### config.mk
export PLATFORM = sky130hd
export DESIGN_NAME = fbf_ctrl
export DESIGN_NICKNAME = d
export VERILOG_FILES = /design/src/rtl/fbf_pkg.sv /design/src/rtl/fbf_ctrl.sv
export SDC_FILE = /design/constraint.sdc
export NUM_CORES = 1
export LEC_CHECK = 0
export BUFFER_PORTS_ARGS = -buffer_cell sky130_fd_sc_hd__clkbuf_2
export CORE_AREA = 2 2 39 41
export DETAILED_ROUTE_END_ITERATION = 12
export DIE_AREA = 0 0 41 43
export PLACE_DENSITY = 0.67
export SYNTH_ARGS = -nofsm -noshare
export SYNTH_HDL_FRONTEND = slang
export SYNTH_SLANG_ARGS = --single-unit
### constraint.sdc
create_clock -name i_clk -period 1.7 [get_ports i_clk]
set_input_delay 0.085 -clock i_clk [delete_from_list [all_inputs] [get_ports i_clk]]
set_output_delay 0.085 -clock i_clk [all_outputs]
set_load 0.01 [all_outputs]
### src/rtl/fbf_pkg.sv
package fbf_pkg;

    localparam int MAX_ROWS    = 16;
    localparam int MAX_COLS    = 64;
    localparam int MAX_HASHES  = 8;
    localparam int KEY_BYTES   = 8;
    localparam int TABLE_CELLS = MAX_ROWS * MAX_COLS;
    localparam int ADDR_W      = $clog2(TABLE_CELLS);

    localparam logic [ADDR_W-1:0] ADDR_ONE = ADDR_W'(1);

    localparam logic [31:0] SEED_ONE = 32'hAAAAAAAA;
    localparam logic [31:0] SEED_TWO = 32'hBBBBBBBB;
    localparam logic [31:0] C1 = 32'hcc9e2d51;
    localparam logic [31:0] C2 = 32'h1b873593;
    localparam logic [31:0] C3 = 32'he6546b64;
    localparam logic [31:0] F1 = 32'h85ebca6b;
    localparam logic [31:0] F2 = 32'hc2b2ae35;

    localparam logic [1:0] REG_ROWS = 2'd0;
    localparam logic [1:0] REG_COLS = 2'd1;
    localparam logic [1:0] REG_HASH = 2'd2;

    localparam logic CMD_INSERT = 1'b0;
    localparam logic CMD_CHECK  = 1'b1;

    typedef enum logic [3:0] {
        ST_CLEAR, ST_IDLE, ST_HASH, ST_FIN, ST_MOD, ST_CELL, ST_COL, ST_WAIT, ST_CMP,
        ST_OUT
    } t_state;

    // datapath step selects
    typedef enum logic [3:0] {
        OP_NONE, OP_CLEAR, OP_LOAD, OP_BLK_A, OP_BLK_B, OP_FIN_A, OP_FIN_B,
        OP_MOD_ROW, OP_ADDR, OP_MOD_COL, OP_READ, OP_ACCESS, OP_DONE
    } t_op;

    typedef struct packed {
        t_op  op;
        logic out_load;
    } t_cmd;

    typedef struct packed {
        logic clear_done;
        logic hash_done;
        logic fin_done;
        logic mod_done;
        logic cells_done;
    } t_status;

endpackage

### src/rtl/fbf_ctrl.sv
module fbf_ctrl (
    input  logic              i_clk,
    input  logic              i_rst_n,
    input  logic              i_valid,
    output logic              o_stall,
    input  logic              i_out_stall,
    output logic              o_valid,
    input  fbf_pkg::t_status  i_status,
    output fbf_pkg::t_cmd     o_cmd
);

    fbf_pkg::t_state r_state, n_state;
    logic            r_sub, n_sub;
    logic            r_valid, n_valid;

    always_ff @(posedge i_clk) begin
        if (!i_rst_n) begin
            r_state <= fbf_pkg::ST_CLEAR;
            r_sub   <= 1'b0;
            r_valid <= 1'b0;
        end else begin
            r_state <= n_state;
            r_sub   <= n_sub;
            r_valid <= n_valid;
        end
    end

    always_comb begin
        n_state       = r_state;
        n_sub         = r_sub;
        n_valid       = r_valid;
        o_cmd.op      = fbf_pkg::OP_NONE;
        o_cmd.out_load = 1'b0;
        o_stall       = 1'b1;
        if (r_valid && !i_out_stall) n_valid = 1'b0;
        unique case (r_state)
            fbf_pkg::ST_CLEAR: begin
                o_cmd.op = fbf_pkg::OP_CLEAR;
                if (i_status.clear_done) n_state = fbf_pkg::ST_IDLE;
            end
            fbf_pkg::ST_IDLE: begin
                o_stall = 1'b0;
                if (i_valid) begin
                    o_cmd.op = fbf_pkg::OP_LOAD;
                    n_state  = fbf_pkg::ST_HASH;
                    n_sub    = 1'b0;
                end
            end
            fbf_pkg::ST_HASH: begin
                // two steps per block: mix, then merge into both hashes
                o_cmd.op = r_sub ? fbf_pkg::OP_BLK_B : fbf_pkg::OP_BLK_A;
                n_sub    = !r_sub;
                if (r_sub && i_status.hash_done) n_state = fbf_pkg::ST_FIN;
            end
            fbf_pkg::ST_FIN: begin
                o_cmd.op = r_sub ? fbf_pkg::OP_FIN_B : fbf_pkg::OP_FIN_A;
                n_sub    = !r_sub;
                if (r_sub && i_status.fin_done) n_state = fbf_pkg::ST_MOD;
            end
            fbf_pkg::ST_MOD: begin
                o_cmd.op = fbf_pkg::OP_MOD_ROW;
                if (i_status.mod_done) n_state = fbf_pkg::ST_CELL;
            end
            fbf_pkg::ST_CELL: begin
                o_cmd.op = fbf_pkg::OP_ADDR;
                n_state  = fbf_pkg::ST_COL;
            end
            fbf_pkg::ST_COL: begin
                o_cmd.op = fbf_pkg::OP_MOD_COL;
                if (i_status.mod_done) n_state = fbf_pkg::ST_WAIT;
            end
            fbf_pkg::ST_WAIT: begin
                o_cmd.op = fbf_pkg::OP_READ;
                n_state  = fbf_pkg::ST_CMP;
            end
            fbf_pkg::ST_CMP: begin
                o_cmd.op = fbf_pkg::OP_ACCESS;
                n_state  = i_status.cells_done ? fbf_pkg::ST_OUT : fbf_pkg::ST_CELL;
            end
            fbf_pkg::ST_OUT: begin
                if (!n_valid) begin
                    o_cmd.op       = fbf_pkg::OP_DONE;
                    o_cmd.out_load = 1'b1;
                    n_valid        = 1'b1;
                    n_state        = fbf_pkg::ST_IDLE;
                end
            end
            default: n_state = fbf_pkg::ST_IDLE;
        endcase
    end

    assign o_valid = r_valid;

    a_no_accept_busy: assert property (@(posedge i_clk) disable iff (!i_rst_n)
        (r_state != fbf_pkg::ST_IDLE) |-> o_stall)
        else $error("request taken while busy");
    a_load_sets_valid: assert property (@(posedge i_clk) disable iff (!i_rst_n)
        o_cmd.out_load |=> r_valid)
        else $error("result not raised");
    a_clear_blocks: assert property (@(posedge i_clk) disable iff (!i_rst_n)
        (r_state == fbf_pkg::ST_CLEAR) |-> !r_valid)
        else $error("result during clear");

endmodule

# Word level (Yosys, flattened, before mapping)
# Index checks and enable logic that the tools add are counted.
dict set report word_totals {
  output_inout_bits 7
  inputBits 9
  word_cells 49
  reg_bits 6
}
dict set report classes {
  reduce_logical 10
  eq_ne 16
  muxes 20
}
# op count
set ops {}
lappend ops {{$pmux 4 s10} 2}
lappend ops {{$mux 4} 8}
lappend ops {{$eq 4x3->1 const B} 4}
lappend ops {{$ne 2x2->1 const B} 7}
lappend ops {{$eq 4x2->1 const B} 2}
lappend ops {{$eq 4x4->1 const B} 2}
lappend ops {{$reduce_and 7->1} 1}
lappend ops {{$mux 1} 5}
lappend ops {{$mux 5} 1}
lappend ops {{$eq 4x1->1 const B} 1}
lappend ops {{$logic_not 4->1} 1}
lappend ops {{$mux 2} 2}
lappend ops {{$logic_and 1x1->1} 3}
lappend ops {{$mux 3} 1}
lappend ops {{$logic_not 1->1} 2}
lappend ops {{$pmux 1 s2} 1}
lappend ops {{$reduce_and 2->1} 1}
lappend ops {{$reduce_bool 2->1} 1}
lappend ops {{$reduce_or 2->1} 1}

# Depth between registers and ports, before layout
dict set report depth {
  depth_word 5
  depth_mapped 6
  mapped_depth_nobuf 5
}

# Worst setup path after synthesis
# No wires, ideal clock.
dict set report synth_path {
  path_kind {reg2reg}
  startpoint {register r_state[1]}
  endpoint {register r_state[1]}
  arrival_time_ns 1.514
  path_stages_with_launch 6
  setup_time_ns 0.070
  slack_ns 0.116
  synth_period_minus_slack_ns 1.584
  n_path_buf 0
  required_ns 1.630
  cell_sequence {dfxtp_1 or2b_2 nor2_1 o311a_1 or4b_1 a21oi_1}
}
dict set report synth_between {
  elab_chain_cells 3
  elab_cells_between_ends 19
  classes_between {eq/ne (16); mux (1); reduce/logical (2)}
}
# item line
set synth_lines {}
lappend synth_lines {{start, declared} fbf_ctrl.sv:12} ;# fbf_pkg::t_state r_state, n_state;
lappend synth_lines {{start signal, assigned} fbf_ctrl.sv:18} ;# r_state <= fbf_pkg::ST_CLEAR;
lappend synth_lines {{start signal, assigned} fbf_ctrl.sv:22} ;# r_state <= n_state;
lappend synth_lines {{$eq 4x2->1 (tied with other cells)} fbf_ctrl.sv:36} ;# unique case (r_state)
lappend synth_lines {{$ne 2x2->1 (no source line)} -}
lappend synth_lines {{$reduce_and 7->1 (no source line)} -}
# Several ways; a longest one is shown, not always the timed one.
# A chain may end at the register's enable or synchronous reset.

==> results.sh <==
export IMPL_status="complete, no violations"
export IMPL_yosysSeqAreaShare_pct=24.49
export IMPL_yosys_top_cells_area="dfxtp_1, a21oi_1, o21ai_0"
export IMPL_grt_pass1_wl_um=2049
export IMPL_route_antenna_remaining_nets=0
export IMPL_finalNetCount=106
export IMPL_slew_viol_final=0
export IMPL_grt_max_degree=12
export IMPL_insertion_delay_ps=240
export IMPL_hold_viol_final=0
export IMPL_clock_path_buffers=2
export IMPL_hold_path_depth=2
export IMPL_min_from="i_rst_n"
export IMPL_async_reset_ff_share_pct=0
export IMPL_antenna_found_initial=0
export IMPL_die_w_um=41
export IMPL_crit_arrival_ps=1520
export IMPL_syn_inst=72
export IMPL_ys_types=31
export IMPL_htreeDepth=1
export IMPL_cts_buffers=3
export IMPL_rsz0062_at_grt="false"
export IMPL_yosysTopAreaCell="dfxtp_1"
export IMPL_r2r_start="r_state[3]"
export IMPL_drc=0
export IMPL_area_growth_pct=39.03
export IMPL_hold_class="input pin to flip-flop"
export IMPL_viasPerCell=5.279
export IMPL_diodes=0
export IMPL_wirelength_um=1313
export IMPL_synth_ff_type="dfxtp_1"
export IMPL_setup_tns_ps=0
export IMPL_worstSetupPathType="flip-flop to output pin"
export IMPL_final_min_clock_period_ps=1601
export IMPL_maxCapViolCount=0
export IMPL_drive_gt1_share_pct=35.79
export IMPL_firstDrtPassIters=4
export IMPL_finalSetupViolCount=0
export IMPL_tightest_slew_ps=282.0
export IMPL_multi_input_area_um2=350.3
export IMPL_p_total_mw=0.5014
export IMPL_vias=586
export IMPL_drt_iter0_drc=10
export IMPL_start_util_pct=35.44
export IMPL_setup_worst_path_end_class="output pin"
export IMPL_netlist_area_leader_share_pct=24.49
export IMPL_grt_overflow=0
export IMPL_clkTransAtPathRegs_ps=40
export IMPL_period_share_pct=94.16
export IMPL_ir_worst_vdd_mv=0.4080
export IMPL_cp_required_ps=1620
export IMPL_synth_nets=81
export IMPL_syn_area_per_cell_um2=6.812
export IMPL_fmax_mhz=624.7
export IMPL_worst_setup_path_start_kind="flip-flop"
export IMPL_avgRoutedWirePerCell_um=11.83
export IMPL_num_rows=14
export IMPL_r2r_end="r_state[1]"
export IMPL_dieArea_um2=1763
export IMPL_dpl_cell_area_um2=619.3
export IMPL_cts_tree="built"
export IMPL_cts_sinks=6
export IMPL_holdPathEnd="r_state[0]"
export IMPL_powerDensity_nw_per_um2=735.4
export IMPL_synth_edff_count=0
export IMPL_fin_skew_ps=2.162
export IMPL_fp_dieH_um=43
export IMPL_dp_slack_ps=110.1
export IMPL_grt_pass1_vias=502
export IMPL_gp_congestion=0.7944
export IMPL_dpl_hpwl_um=1001
export IMPL_slew_headroom_pct=81.00
export IMPL_coreArea_um2=1384
export IMPL_portBuffers=15
export IMPL_fin_area_um2=681.9
export IMPL_grtUsageTotal_pct=16.80
export IMPL_root_buffer="clkbuf_4"
export IMPL_leakagePower_nw=0.3049
export IMPL_reg2regPathDepth=5
export IMPL_yosys_warnings=0
export IMPL_layout_setup_ws_ps=99.32
export IMPL_synth_seq_cells=6
export IMPL_nFillCells=148
export IMPL_regArea_um2=123.9
export IMPL_worst_path_max_fanout=11
export IMPL_ios=16
export IMPL_regToRegSetupSlack_ps=120
export IMPL_syn_area_um2=490.5
export IMPL_timing_hold_ws_ps=104.4
export IMPL_holdBufCountCts=0
-- synth_stat cells (2+ instances only) --
library cell  instances
clkbuf_1              5
o21ai_0               7
nand3_1               3
nor3_1                3
dfxtp_1               6
a21oi_1               8
nor2_1                5
inv_1                 3
nand2_1               8
o31ai_1               2
and2_1                2
-- power by group --
part | switching, mW | leakage [nW] | internal, mW
clock | 0.0446 | 0.0138 | 0.0794
combinational | 0.105 | 0.241 | 0.102
sequential | 0.0167 | 0.0501 | 0.154
-- worst max path at each step --
stage          startpoint         end  slack [ps]  cells after the start
2_1_floorplan  r_state[1]  r_state[1]         120                      5
3_3_place_gp   r_state[3]  r_state[1]         160                      5
3_5_place_dp   r_state[3]  r_state[1]         110                      5
4_1_cts        r_state[0]    o_cmd[3]          20                      4
5_1_grt        r_state[3]    o_cmd[2]           3                      4
6_report       r_state[0]    o_cmd[3]         100                      4
-- cells by family after synthesis --
logic type,synth area share (%)
flops,24.49
simple gates,32.40
xor+xnor,3.572
buf+inv,6.123
compound gates,31.38
mux,2.041
-- per-layer routing --
metal / vias to the layer above / global-route usage, % / wire, µm
met5: - / 0 / 0
met4: 0 / 6.000 / 0
met3: 0 / 3.141 / 37
met2: 11 / 26.25 / 641
met1: 267 / 22.01 / 634
li1: 308 / - / -
-- sequential cells by signal (all words and copies together) (netlist names) --
signal / flops
o_valid: 1
r_state: 4
r_sub: 1
-- what timing repair did --
action / in CTS / in global routing
buffers inserted: 3 / 0
setup endpoints to repair: 1 / 3
pin swaps: 0 / 1
gates resized for setup: 1 / 6
-- layout by cell type (no fill, tap or decap), drive strengths merged, types with 2 or more instances in the layout --
master | synthesis | final
and2 | 2 | 2
o21ai | 7 | 7
nand3 | 3 | 3
buf | 0 | 10
nor3 | 3 | 3
inv | 3 | 3
or2b | 2 | 2
nand2 | 8 | 8
dfxtp | 6 | 6
a21oi | 8 | 8
o31ai | 2 | 2
nor2 | 5 | 5
clkbuf | 5 | 18
-- cell type report --
type	instances	share of cell area, %
clock buffers	3	3.303
multi-input cells	58	51.38
well taps	16	2.936
flip-flops and latches	6	18.17
inverters	3	1.651
repair buffers	25	22.57
-- metrics by stage --
stage | instances | util [%]
final | 111 | 49.28
after global routing | 111 | 49.28
after CTS | 111 | 48.28
after detailed placement | 105 | 44.76
after global placement | 105 | 44.76
after floorplan | 72 | -
-- worst max-delay path, stage by stage, from the launching register on --
cell	delay (ps)
dfxtp_2	370
buf_4	180
or4_1	500
o21ai_1	90
clkbuf_2	140
Power figures use the tool's default switching activity.
